## config.mk

```make
export PLATFORM = sky130hd
export DESIGN_NAME = ps2_mouse_packet_tracker
export DESIGN_NICKNAME = d
export VERILOG_FILES = /design/src/hw/rtl/ps2mt_pkg.sv /design/src/hw/rtl/ps2_mouse_packet_tracker.sv
export VERILOG_INCLUDE_DIRS = /design/src /design/src/hw/rtl
export SDC_FILE = /design/constraint.sdc
export NUM_CORES = 1
export LEC_CHECK = 0
export BUFFER_PORTS_ARGS = -buffer_cell sky130_fd_sc_hd__buf_2
export CORE_AREA = 2 2 103 145
export CTS_CLUSTER_DIAMETER = 80
export DETAILED_ROUTE_END_ITERATION = 16
export DIE_AREA = 0 0 105 147
export GPL_TIMING_DRIVEN = 0
export HOLD_SLACK_MARGIN = 0.05
export PLACE_DENSITY = 0.83
export SLEW_MARGIN = 20
export SYNTH_ARGS = -nofsm -noshare
export SYNTH_HDL_FRONTEND = slang
export SYNTH_SLANG_ARGS = --single-unit
```

## constraint.sdc

```tcl
create_clock -name clock -period 16.84 [get_ports clock]
set_input_delay 5.052 -clock clock [delete_from_list [all_inputs] [get_ports clock]]
set_output_delay 5.052 -clock clock [all_outputs]
set_load 0.03 [all_outputs]
```

## src/hw/rtl/ps2_mouse_packet_tracker_macros.svh

```systemverilog
// Assertion macros for the PS/2 mouse packet tracker.
// Define ASSERT_OFF to compile the checks out; no other dependencies.
`ifndef PS2_MOUSE_PACKET_TRACKER_MACROS_SVH
`define PS2_MOUSE_PACKET_TRACKER_MACROS_SVH

`ifndef ASSERT_OFF
// Clocked check, disabled while reset is high
`define PS2MT_ASSERT(label, clk, rst, prop, msg) \
   label: assert property (@(posedge clk) disable iff (rst) prop) else $error(msg);
// Clocked check that also holds during reset
`define PS2MT_ASSERT_ALWAYS(label, clk, prop, msg) \
   label: assert property (@(posedge clk) prop) else $error(msg);
`else
`define PS2MT_ASSERT(label, clk, rst, prop, msg)
`define PS2MT_ASSERT_ALWAYS(label, clk, prop, msg)
`endif

`endif

```

## src/hw/rtl/ps2mt_pkg.sv

```systemverilog
// Package for the PS/2 mouse packet tracker: packet phase type, header bit
// positions, register indexes and reset values. No dependencies.
`timescale 1ns / 1ps

package ps2mt_pkg;

   // Byte position within a three-byte packet
   typedef enum logic [1:0] {
      PH_HEADER = 2'd0,
      PH_XDELTA = 2'd1,
      PH_YDELTA = 2'd2,
      PH_UNUSED = 2'd3
   } phase_type;

   // Header bit positions
   localparam int HDR_LEFT_BIT   = 0;
   localparam int HDR_RIGHT_BIT  = 1;
   localparam int HDR_MIDDLE_BIT = 2;
   localparam int HDR_SYNC_BIT   = 3;
   localparam int HDR_X_SIGN_BIT = 4;
   localparam int HDR_Y_SIGN_BIT = 5;
   localparam int HDR_X_OVF_BIT  = 6;
   localparam int HDR_Y_OVF_BIT  = 7;

   // Field widths
   localparam int BYTE_BITS  = 8;
   localparam int COORD_BITS = 16;
   localparam int SIZE_BITS  = 16;
   localparam int RSP_BITS   = 40;

   // Configuration registers
   localparam int CSR_INDEX_BITS = 1;
   localparam logic [CSR_INDEX_BITS-1:0] CSR_SCREEN_WIDTH  = 1'd0;
   localparam logic [CSR_INDEX_BITS-1:0] CSR_SCREEN_HEIGHT = 1'd1;

   localparam logic [SIZE_BITS-1:0] RESET_SCREEN_WIDTH  = 16'd1024;
   localparam logic [SIZE_BITS-1:0] RESET_SCREEN_HEIGHT = 16'd768;

endpackage

```

## src/hw/rtl/ps2_mouse_packet_tracker.sv

```systemverilog
// PS/2 mouse packet tracker top level: byte framing, cursor update and
// result register. Depends on ps2mt_pkg and ps2_mouse_packet_tracker_macros.svh.
`timescale 1ns / 1ps
`include "ps2_mouse_packet_tracker_macros.svh"

// Usage
//   req_* carries one mouse byte per item (req_tdata). The first byte after
//   reset is dropped; then bytes are framed into three-byte packets, and a
//   header byte with bit 3 clear is refused to regain sync.
//   rsp_* carries one item per complete packet: clamped cursor x and y and
//   the three button bits. Header and X bytes give no result.
//   csr_* writes screen_width (index 0) and screen_height (index 1); write
//   them only while no packet is in flight. A new size acts at the next packet.
// Timing
//   One item per cycle while no result waits on rsp_tready. The result of a
//   third byte appears in rsp_tdata in the cycle after its acceptance, set
//   by the single add-and-clamp stage between input and result register.
// Reset and stalls
//   Synchronous reset clears the cursor to 0,0, the packet phase and the
//   pending result, and restores 1024x768. While a result waits with
//   rsp_tready low, req_tready stays low; it rises in the cycle the result is
//   taken, so a waiting result and a new byte move on the same edge.

module ps2_mouse_packet_tracker #(
   parameter int POSITION_BITS = 16
) (
   input  logic        clock,
   input  logic        reset,
   // input bytes
   input  logic        req_tvalid,
   output logic        req_tready,
   input  logic [7:0]  req_tdata,   // [7:0] data_byte
   // results
   output logic        rsp_tvalid,
   input  logic        rsp_tready,
   output logic [39:0] rsp_tdata,   // [15:0] pos_x, [31:16] pos_y, [32] left_button,
                                    // [33] right_button, [34] middle_button, [39:35] zero
   // configuration
   input  logic        csr_we,
   input  logic [ps2mt_pkg::CSR_INDEX_BITS-1:0] csr_index,
   input  logic [15:0] csr_wdata
);

   localparam int WIDE_BITS = ((POSITION_BITS > 16) ? POSITION_BITS : 16) + 2;
   localparam logic [WIDE_BITS-1:0] POS_CAP =
      WIDE_BITS'((64'd1 << POSITION_BITS) - 64'd1);

   // Move one axis by a 9-bit signed delta plus optional overflow and inversion, then clamp
   function automatic logic [POSITION_BITS-1:0] apply_axis(
      input logic [POSITION_BITS-1:0] pos,
      input logic [7:0]               delta,
      input logic                     negative,
      input logic                     overflow,
      input logic                     invert,
      input logic [15:0]              size
   );
      logic signed [10:0]          mag;
      logic signed [WIDE_BITS-1:0] sum;
      logic        [WIDE_BITS-1:0] lim;
      logic        [WIDE_BITS-1:0] res;
      mag = $signed({{2{negative}}, negative, delta});
      if (overflow) begin
         mag = negative ? (mag - 11'sd255) : (mag + 11'sd255);
      end
      if (invert) begin
         mag = -mag;
      end
      sum = $signed({{(WIDE_BITS-POSITION_BITS){1'b0}}, pos}) + WIDE_BITS'(mag);
      lim = (size == 16'd0) ? '0 : (WIDE_BITS'(size) - WIDE_BITS'(1));
      if (lim > POS_CAP) begin
         lim = POS_CAP;
      end
      if (sum < 0) begin
         res = '0;
      end else if ($unsigned(sum) > lim) begin
         res = lim;
      end else begin
         res = $unsigned(sum);
      end
      return res[POSITION_BITS-1:0];
   endfunction

   ps2mt_pkg::phase_type     phase_ff, phase_in;
   logic                     skip_ff, skip_in;
   logic [7:0]               header_ff, header_in;
   logic [7:0]               xdelta_ff, xdelta_in;
   logic [POSITION_BITS-1:0] cursor_x_ff, cursor_x_in;
   logic [POSITION_BITS-1:0] cursor_y_ff, cursor_y_in;
   logic [15:0]              width_ff, height_ff;
   logic                     rsp_valid_ff;
   logic [15:0]              pos_x_ff, pos_y_ff;
   logic [2:0]               buttons_ff;
   logic                     emit;
   logic                     req_accept;
   logic [WIDE_BITS-1:0]     pos_x_wide, pos_y_wide;

   assign req_tready = !rsp_valid_ff || rsp_tready;
   assign req_accept = req_tvalid && req_tready;

   // Next packet phase
   always_comb begin
      phase_in = phase_ff;
      if (req_accept && !skip_ff) begin
         case (phase_ff)
            ps2mt_pkg::PH_HEADER: begin
               if (req_tdata[ps2mt_pkg::HDR_SYNC_BIT]) begin
                  phase_in = ps2mt_pkg::PH_XDELTA;
               end
            end
            ps2mt_pkg::PH_XDELTA: phase_in = ps2mt_pkg::PH_YDELTA;
            ps2mt_pkg::PH_YDELTA: phase_in = ps2mt_pkg::PH_HEADER;
            default:              phase_in = ps2mt_pkg::PH_HEADER;
         endcase
      end
   end

   // Capture header and X bytes, move the cursor on the Y byte
   always_comb begin
      skip_in     = skip_ff;
      header_in   = header_ff;
      xdelta_in   = xdelta_ff;
      cursor_x_in = cursor_x_ff;
      cursor_y_in = cursor_y_ff;
      emit        = 1'b0;
      if (req_accept) begin
         if (skip_ff) begin
            skip_in = 1'b0;
         end else begin
            case (phase_ff)
               ps2mt_pkg::PH_HEADER: begin
                  if (req_tdata[ps2mt_pkg::HDR_SYNC_BIT]) begin
                     header_in = req_tdata;
                  end
               end
               ps2mt_pkg::PH_XDELTA: xdelta_in = req_tdata;
               ps2mt_pkg::PH_YDELTA: begin
                  emit        = 1'b1;
                  cursor_x_in = apply_axis(cursor_x_ff, xdelta_ff,
                                           header_ff[ps2mt_pkg::HDR_X_SIGN_BIT],
                                           header_ff[ps2mt_pkg::HDR_X_OVF_BIT],
                                           1'b0, width_ff);
                  cursor_y_in = apply_axis(cursor_y_ff, req_tdata,
                                           header_ff[ps2mt_pkg::HDR_Y_SIGN_BIT],
                                           header_ff[ps2mt_pkg::HDR_Y_OVF_BIT],
                                           1'b1, height_ff);
               end
               default: emit = 1'b0;
            endcase
         end
      end
   end

   // Hold tracking state
   always_ff @(posedge clock) begin
      if (reset) begin
         phase_ff    <= ps2mt_pkg::PH_HEADER;
         skip_ff     <= 1'b1;
         header_ff   <= '0;
         xdelta_ff   <= '0;
         cursor_x_ff <= '0;
         cursor_y_ff <= '0;
      end else begin
         phase_ff    <= phase_in;
         skip_ff     <= skip_in;
         header_ff   <= header_in;
         xdelta_ff   <= xdelta_in;
         cursor_x_ff <= cursor_x_in;
         cursor_y_ff <= cursor_y_in;
      end
   end

   // Configuration writes; unknown indexes are dropped
   always_ff @(posedge clock) begin
      if (reset) begin
         width_ff  <= ps2mt_pkg::RESET_SCREEN_WIDTH;
         height_ff <= ps2mt_pkg::RESET_SCREEN_HEIGHT;
      end else if (csr_we) begin
         case (csr_index)
            ps2mt_pkg::CSR_SCREEN_WIDTH:  width_ff  <= csr_wdata;
            ps2mt_pkg::CSR_SCREEN_HEIGHT: height_ff <= csr_wdata;
            default: ;
         endcase
      end
   end

   // Result valid: set on a finished packet, drop when taken
   always_ff @(posedge clock) begin
      if (reset) begin
         rsp_valid_ff <= 1'b0;
      end else if (emit) begin
         rsp_valid_ff <= 1'b1;
      end else if (rsp_tready) begin
         rsp_valid_ff <= 1'b0;
      end
   end

   assign pos_x_wide = WIDE_BITS'(cursor_x_in);
   assign pos_y_wide = WIDE_BITS'(cursor_y_in);

   // Result payload
   always_ff @(posedge clock) begin
      if (emit) begin
         pos_x_ff   <= pos_x_wide[15:0];
         pos_y_ff   <= pos_y_wide[15:0];
         buttons_ff <= {header_ff[ps2mt_pkg::HDR_MIDDLE_BIT],
                        header_ff[ps2mt_pkg::HDR_RIGHT_BIT],
                        header_ff[ps2mt_pkg::HDR_LEFT_BIT]};
      end
   end

   assign rsp_tvalid = rsp_valid_ff;
   assign rsp_tdata  = {5'd0, buttons_ff, pos_y_ff, pos_x_ff};

   // Checks
   `PS2MT_ASSERT(a_ydelta_gives_result, clock, reset,
      (req_accept && !skip_ff && phase_ff == ps2mt_pkg::PH_YDELTA) |=> rsp_valid_ff,
      "third byte of a packet gave no result")
   `PS2MT_ASSERT(a_skip_keeps_phase, clock, reset,
      (req_accept && skip_ff) |=> (!skip_ff && phase_ff == $past(phase_ff) && !rsp_valid_ff),
      "dropped first byte changed packet state")
   `PS2MT_ASSERT(a_xdelta_advances, clock, reset,
      (req_accept && !skip_ff && phase_ff == ps2mt_pkg::PH_XDELTA)
         |=> (phase_ff == ps2mt_pkg::PH_YDELTA),
      "X byte did not advance to Y byte")
   `PS2MT_ASSERT_ALWAYS(a_no_unused_phase, clock,
      reset || phase_ff != ps2mt_pkg::PH_UNUSED,
      "packet phase reached the unused code")

endmodule

```

Yosys cells after proc, flatten, opt, wreduce, memory -nomap -nowiden:

Index checks and enable logic that the tools add are counted.

* flip-flop bits (word level): 119
* output and inout port bits: 42

* $add $sub $neg: 9
* order comparisons: 6
* equality and inequality tests: 3
* multiplexer cells: 40
* bitwise logic cells: 2
* reductions and logical operators: 14

Operators by type and width (number)
* 18-bit 2-to-1 mux: 10
* 16-bit 2-to-1 mux: 10
* 11-bit 2-to-1 mux: 13
* 17-bit by 11-bit adder with 18-bit output: 2
* 18-bit by 16-bit > comparator with 1-bit output (second input constant): 2
* 18-bit > comparator: 2
* 18-bit by 1-bit less-than comparator with 1-bit output (second input constant): 2
* 16-bit by 1-bit subtractor with 17-bit output (second input constant): 2
* 16-bit logical NOT: 2
* 9-bit by 9-bit adder with 10-bit output (second input constant): 2
* 9-bit by 9-bit subtractor with 10-bit output (second input constant): 2
* 11-bit negation: 1
* 2-bit AND reduction: 3
* 1-bit 2-to-1 mux: 5
* 2-bit case mux with 2 select lines: 1
* 4-bit AND reduction: 1
* 3-bit AND reduction: 1
* 2-bit by 1-bit == test with 1-bit output (second input constant): 1
* 2-bit == test (second input constant): 1
* 1-bit logical AND: 2
* 1-bit logical NOT: 2
* 2-bit logical NOT: 1
* 2-bit 2-to-1 mux: 1
* 2-bit inequality test (second input constant): 1
* 3 further kinds: 4

Depth between registers and ports, before layout:

* depth in word-level cells: 17
* mapped depth: 29
* depth with buffers taken out: 28

Worst setup path before layout:

Ideal clock, no wire load.

* path type: input-to-reg
* from: input port req_tdata[0]
* to: register pos_y_ff[3], data pin
* setup time: 0.264 ns
* arrival: 10.229 ns
* required time: 16.576 ns
* slack: 6.347 ns
* cell stages on the path: 25
* cell sequence: fa_1 > a211oi_1 > o21bai_1 > a211oi_1 > o2111ai_2 > a21oi_2 > nand4_1 > xnor2_1 > ha_1 > or3_1 > o2111ai_1 > a21boi_0 > o21a_1 > or3_1 > and2_1 > ha_1 > nand2_1 > nor4_1 > nand3_1 > o211ai_1 > clkbuf_1 > clkbuf_1 > nor2_1 > a21oi_1 > o21ai_0

* word-level cells in the longest chain between the ends: 17
* elaborated cells between the ends (all ways): 19

RTL lines
* from (decl): RTL line ps2_mouse_packet_tracker.sv:32 `input logic [7:0] req_tdata,`
* 9-bit by 9-bit adder with 10-bit output or 9-bit by 9-bit subtractor with 10-bit output (tied branches): RTL line ps2_mouse_packet_tracker.sv:63 `mag = negative ? (mag - 11'sd255) : (mag + 11'sd255);`
* 11-bit 2-to-1 mux: RTL line ps2_mouse_packet_tracker.sv:63
* 11-bit 2-to-1 mux (*): RTL line ps2_mouse_packet_tracker.sv:62 `if (overflow) begin`
* 11-bit 2-to-1 mux (*): RTL line ps2_mouse_packet_tracker.sv:129 `case (phase_ff)`
* 11-bit 2-to-1 mux (*): RTL line ps2_mouse_packet_tracker.sv:126 `if (skip_ff) begin`
* 11-bit 2-to-1 mux (*): RTL line ps2_mouse_packet_tracker.sv:125 `if (req_accept) begin`
* 11-bit negation (*): RTL line ps2_mouse_packet_tracker.sv:66 `mag = -mag;`
* 11-bit 2-to-1 mux (*): RTL line ps2_mouse_packet_tracker.sv:129
* [2 not listed]
* 17-bit by 11-bit adder with 18-bit output (*): RTL line ps2_mouse_packet_tracker.sv:68 `sum = $signed({{(WIDE_BITS-POSITION_BITS){1'b0}}, pos}) + WIDE_BITS'(mag);`
* 18-bit > comparator: RTL line ps2_mouse_packet_tracker.sv:75 `end else if ($unsigned(sum) > lim) begin`
* 16-bit 2-to-1 mux: RTL line ps2_mouse_packet_tracker.sv:75
* 16-bit 2-to-1 mux (*): RTL line ps2_mouse_packet_tracker.sv:73 `if (sum < 0) begin`
* 16-bit 2-to-1 mux (*): RTL line ps2_mouse_packet_tracker.sv:129
* 16-bit 2-to-1 mux (*): RTL line ps2_mouse_packet_tracker.sv:126
* 16-bit 2-to-1 mux (*): RTL line ps2_mouse_packet_tracker.sv:125
* net cursor_y_in[3]: RTL line ps2_mouse_packet_tracker.sv:88 `logic [POSITION_BITS-1:0] cursor_y_ff, cursor_y_in;`
* to (signal assigned): RTL line ps2_mouse_packet_tracker.sv:204 `pos_y_ff <= pos_y_wide[15:0];`
* to (decl): RTL line ps2_mouse_packet_tracker.sv:91 `logic [15:0] pos_x_ff, pos_y_ff;`

Mark *: on every way through the listed nets, which the timed path passes. The rest lies on a longest branch. The select of a mux whose other input is x is not followed.
A chain may end at the register's enable or synchronous reset.

Worst setup path after layout:

* from: input port req_tdata[0]
* to: register pos_y_ff[5], data pin

The elaborated chain is that of the path after synthesis.

==> impl_metrics.env <==
export IMPL_p_per_area_nw_per_um2=82.9
export IMPL_drtAntennaViolNets=0
export IMPL_dp_slack_ps=5350
export IMPL_numCtsBuffers=17
export IMPL_dp_cells=1297
export IMPL_cts_root_buffer="clkbuf_16"
export IMPL_synth_edff_count=35
export IMPL_timing_critical_path_from="req_tdata[0]"
export IMPL_path_delay_family="compound AO/OA/AOI/OAI gates"
export IMPL_finalHoldViolations=0
export IMPL_cp_max_fo=10
export IMPL_crit_path_end="pos_y_ff[5]$_DFFE_PP_"
export IMPL_final_max_slew_viol_count=0
export IMPL_synth_cells=1037
export IMPL_synth_distinct_cells=69
export IMPL_syn_to_final_growth_pct=14.0
export IMPL_finClkSkew_ps=9.49
export IMPL_vias=7683
export IMPL_critPathKind="primary input to flop"
export IMPL_tightest_slew_ps=974
export IMPL_fmax_mhz=89.5
export IMPL_place_port_buffers=65
export IMPL_drtIter0Drc=342
export IMPL_post_drt_wl_per_cell_um=16.4
export IMPL_regToRegEndpoint="cursor_x_ff[10]$_SDFF_PP0_"
export IMPL_setup_viol=0
export IMPL_synth_common_cells="145 x nand2_1, 96 x a21oi_1, 90 x ha_1"
export IMPL_die_h_um=147
export IMPL_insertion_delay_ps=430
export IMPL_viasPerCell=5.79
export IMPL_critPathMaxStageDelay_ps=490
export IMPL_grt_pass1_vias=7586
export IMPL_antennaDiodeCount=0
export IMPL_worstRegToRegCells=27
export IMPL_fin_area_um2=9920
export IMPL_dieArea_um2=15400
export IMPL_cts_tree="done"
export IMPL_yosys_area_top_type="dfxtp_1"
export IMPL_finalCritPeriodShare_pct=66.4
export IMPL_postPlaceCellArea_um2=9300
export IMPL_ioPinCount=72
export IMPL_worstPathRequired_ps=17000
export IMPL_hold_buffers=0
export IMPL_nets=1251
export IMPL_fp_row_count=52
export IMPL_grt_usage_pct=29.0
export IMPL_die_w_um=105
export IMPL_grt_pass1_wl_um=35500
export IMPL_grt_max_degree=24
export IMPL_wl_um=21800
export IMPL_end_kind="flop"
export IMPL_async_reset_ff_share_pct=0
export IMPL_cts_max_level=4
export IMPL_synth_area_per_cell_um2=8.38
export IMPL_cts_sinks=118
export IMPL_final_util_pct=69.9
export IMPL_r2r_start="header_ff[4]$_SDFFE_PP0P_"
export IMPL_firstDrtPassIters=7
export IMPL_critPathSlowestCell="fa_1"
export IMPL_clkTransAtPathRegs_ps=50
export IMPL_start_util_pct=61.3
export IMPL_core_um2=14200
export IMPL_final_cells=1328
export IMPL_yosys_most_used_dff="dfxtp_1"
export IMPL_synth_area_leaders="dfxtp_1 19%, ha_1 13%, edfxtp_1 12%, nand2_1 6.3%, a21oi_1 5.5%"
export IMPL_ys_seq_area_share_pct=31.2
export IMPL_leakagePower_nw=4.38
export IMPL_crit_buf_inv=3
export IMPL_cts_repair_resized=0
export IMPL_status="finished clean"
export IMPL_peakVddDrop_uv=60.7
export IMPL_cp_num_cells=26
export IMPL_worst_r2r_setup_slack_ps=9410
export IMPL_synth_most_common_cell="nand2_1"
export IMPL_cts_path_max_buffers=2
export IMPL_worst_setup_path_start_kind="primary input"
export IMPL_synth_ff_latch_count=118
export IMPL_cap_violations=0
export IMPL_cts_setup_buffers=0
export IMPL_rsz0062_at_grt="false"
export IMPL_synth_top_cell_area_share_pct=19.1
export IMPL_min_period_ps=11170
export IMPL_hpwl_um=16500
export IMPL_overflow=0
export IMPL_drive_gt1_share_pct=12.6
export IMPL_hp_class="flop to flop"
export IMPL_place_congestion=0.933
export IMPL_netlist_area_um2=8690
export IMPL_fill_cells=1178
export IMPL_cp_arrival_ps=11330
export IMPL_relSlewSlack_pct=34.5
export IMPL_drc=0
export IMPL_setup_ws_ps=5670
export IMPL_ys_warn_count=0
export IMPL_antenna_found_initial=0
export IMPL_final_setup_tns_ps=0
-- stage by stage --
stage                     total power [mW]  hold slack, ps
after floorplan                      0.416             408
after global placement               0.449             419
after detailed placement             0.452             419
after CTS                            0.823             431
after global routing                 0.855             435
final                                0.822             434
-- registers in the layout, indices dropped and copies added (netlist names), 2 cells and up --
register and flops:
buttons_ff 3, cursor_x_ff 16, cursor_y_ff 16, header_ff 7, height_ff 16, phase_ff 2
pos_x_ff 16, pos_y_ff 16, width_ff 16, xdelta_ff 8
-- layout make-up --
type	instances	area (µm²)	area share [%]
Clock buffer	27	598	6.03
Clock inverter	4	22.5	0.227
Inverter	52	195	1.97
Sequential cell	118	2710	27.4
Tap cell	189	236	2.38
Buffer	42	188	1.89
Timing Repair Buffer	66	345	3.48
Multi-Input combinational cell	830	5620	56.7
-- cell families after synthesis --
logic type	Yosys count	synth area share, %
AO/OA/AOI/OAI	266	19.5
multiplexers	42	4.99
other	2	0.0864
adder cells (fa/ha/maj)	94	13.9
flip-flops	118	31.2
XOR/XNOR	69	6.95
buffers and inverters	94	4.40
AND/OR/NAND/NOR	352	19.0
-- placed cells by master (no fill, tap or decap), types with 11 or more instances in the layout --
cell       instances
a21o_1            22
a21oi_1           96
buf_2             68
clkbuf_1          31
clkbuf_16         21
dfxtp_1           83
edfxtp_1          35
ha_1              90
inv_1             51
mux2i_1           33
nand2_1          145
nand2b_1          12
nand3_1           14
nor2_1            79
nor2b_1           22
nor3_1            18
o21a_1            14
o21ai_0           40
o21ai_1           15
o21ai_2           11
xnor2_1           42
xor2_1            27
-- power breakdown --
group          leakage [nW]  internal, mW  switching [mW]  total (mW)
Clock                 0.313         0.242           0.131       0.373
Combinational          3.08        0.0576          0.0897       0.147
Sequential            0.990         0.296         0.00609       0.302
-- metal layers --
metal | part of all wire, % | vias up | global-route usage [%]
met4 | 3.5 | 0 | 13.1
met3 | 4.5 | 62 | 4.92
met5 | 0 | - | 0
met1 | 39 | 3563 | 31.3
li1 | - | 3840 | -
met2 | 53 | 218 | 54.6
-- worst min path at each step --
stage / slack (ps) / from / cells past startpoint / end
after floorplan: 410 / header_ff[0]$_SDFFE_PP0P_ / 0 / buttons_ff[0]$_DFFE_PP_
after global placement: 420 / header_ff[2]$_SDFFE_PP0P_ / 0 / buttons_ff[2]$_DFFE_PP_
after detailed placement: 420 / header_ff[0]$_SDFFE_PP0P_ / 0 / buttons_ff[0]$_DFFE_PP_
after CTS: 430 / header_ff[0]$_SDFFE_PP0P_ / 0 / buttons_ff[0]$_DFFE_PP_
after global routing: 430 / header_ff[0]$_SDFFE_PP0P_ / 0 / buttons_ff[0]$_DFFE_PP_
final: 430 / header_ff[0]$_SDFFE_PP0P_ / 0 / buttons_ff[0]$_DFFE_PP_
-- worst reg2reg max path: cells and delay by family, from the launching register on --
| family | cells | cell delay, ps |
|---|---|---|
| buffers and inverters | 2 | 810 |
| AO/OA/AOI/OAI | 16 | 3650 |
| flip-flops | 1 | 760 |
| AND/OR/NAND/NOR | 2 | 270 |
| adder cells (fa/ha/maj) | 3 | 990 |
| multiplexers | 2 | 570 |
| XOR/XNOR | 2 | 270 |
Power figures use the tool's default switching activity.
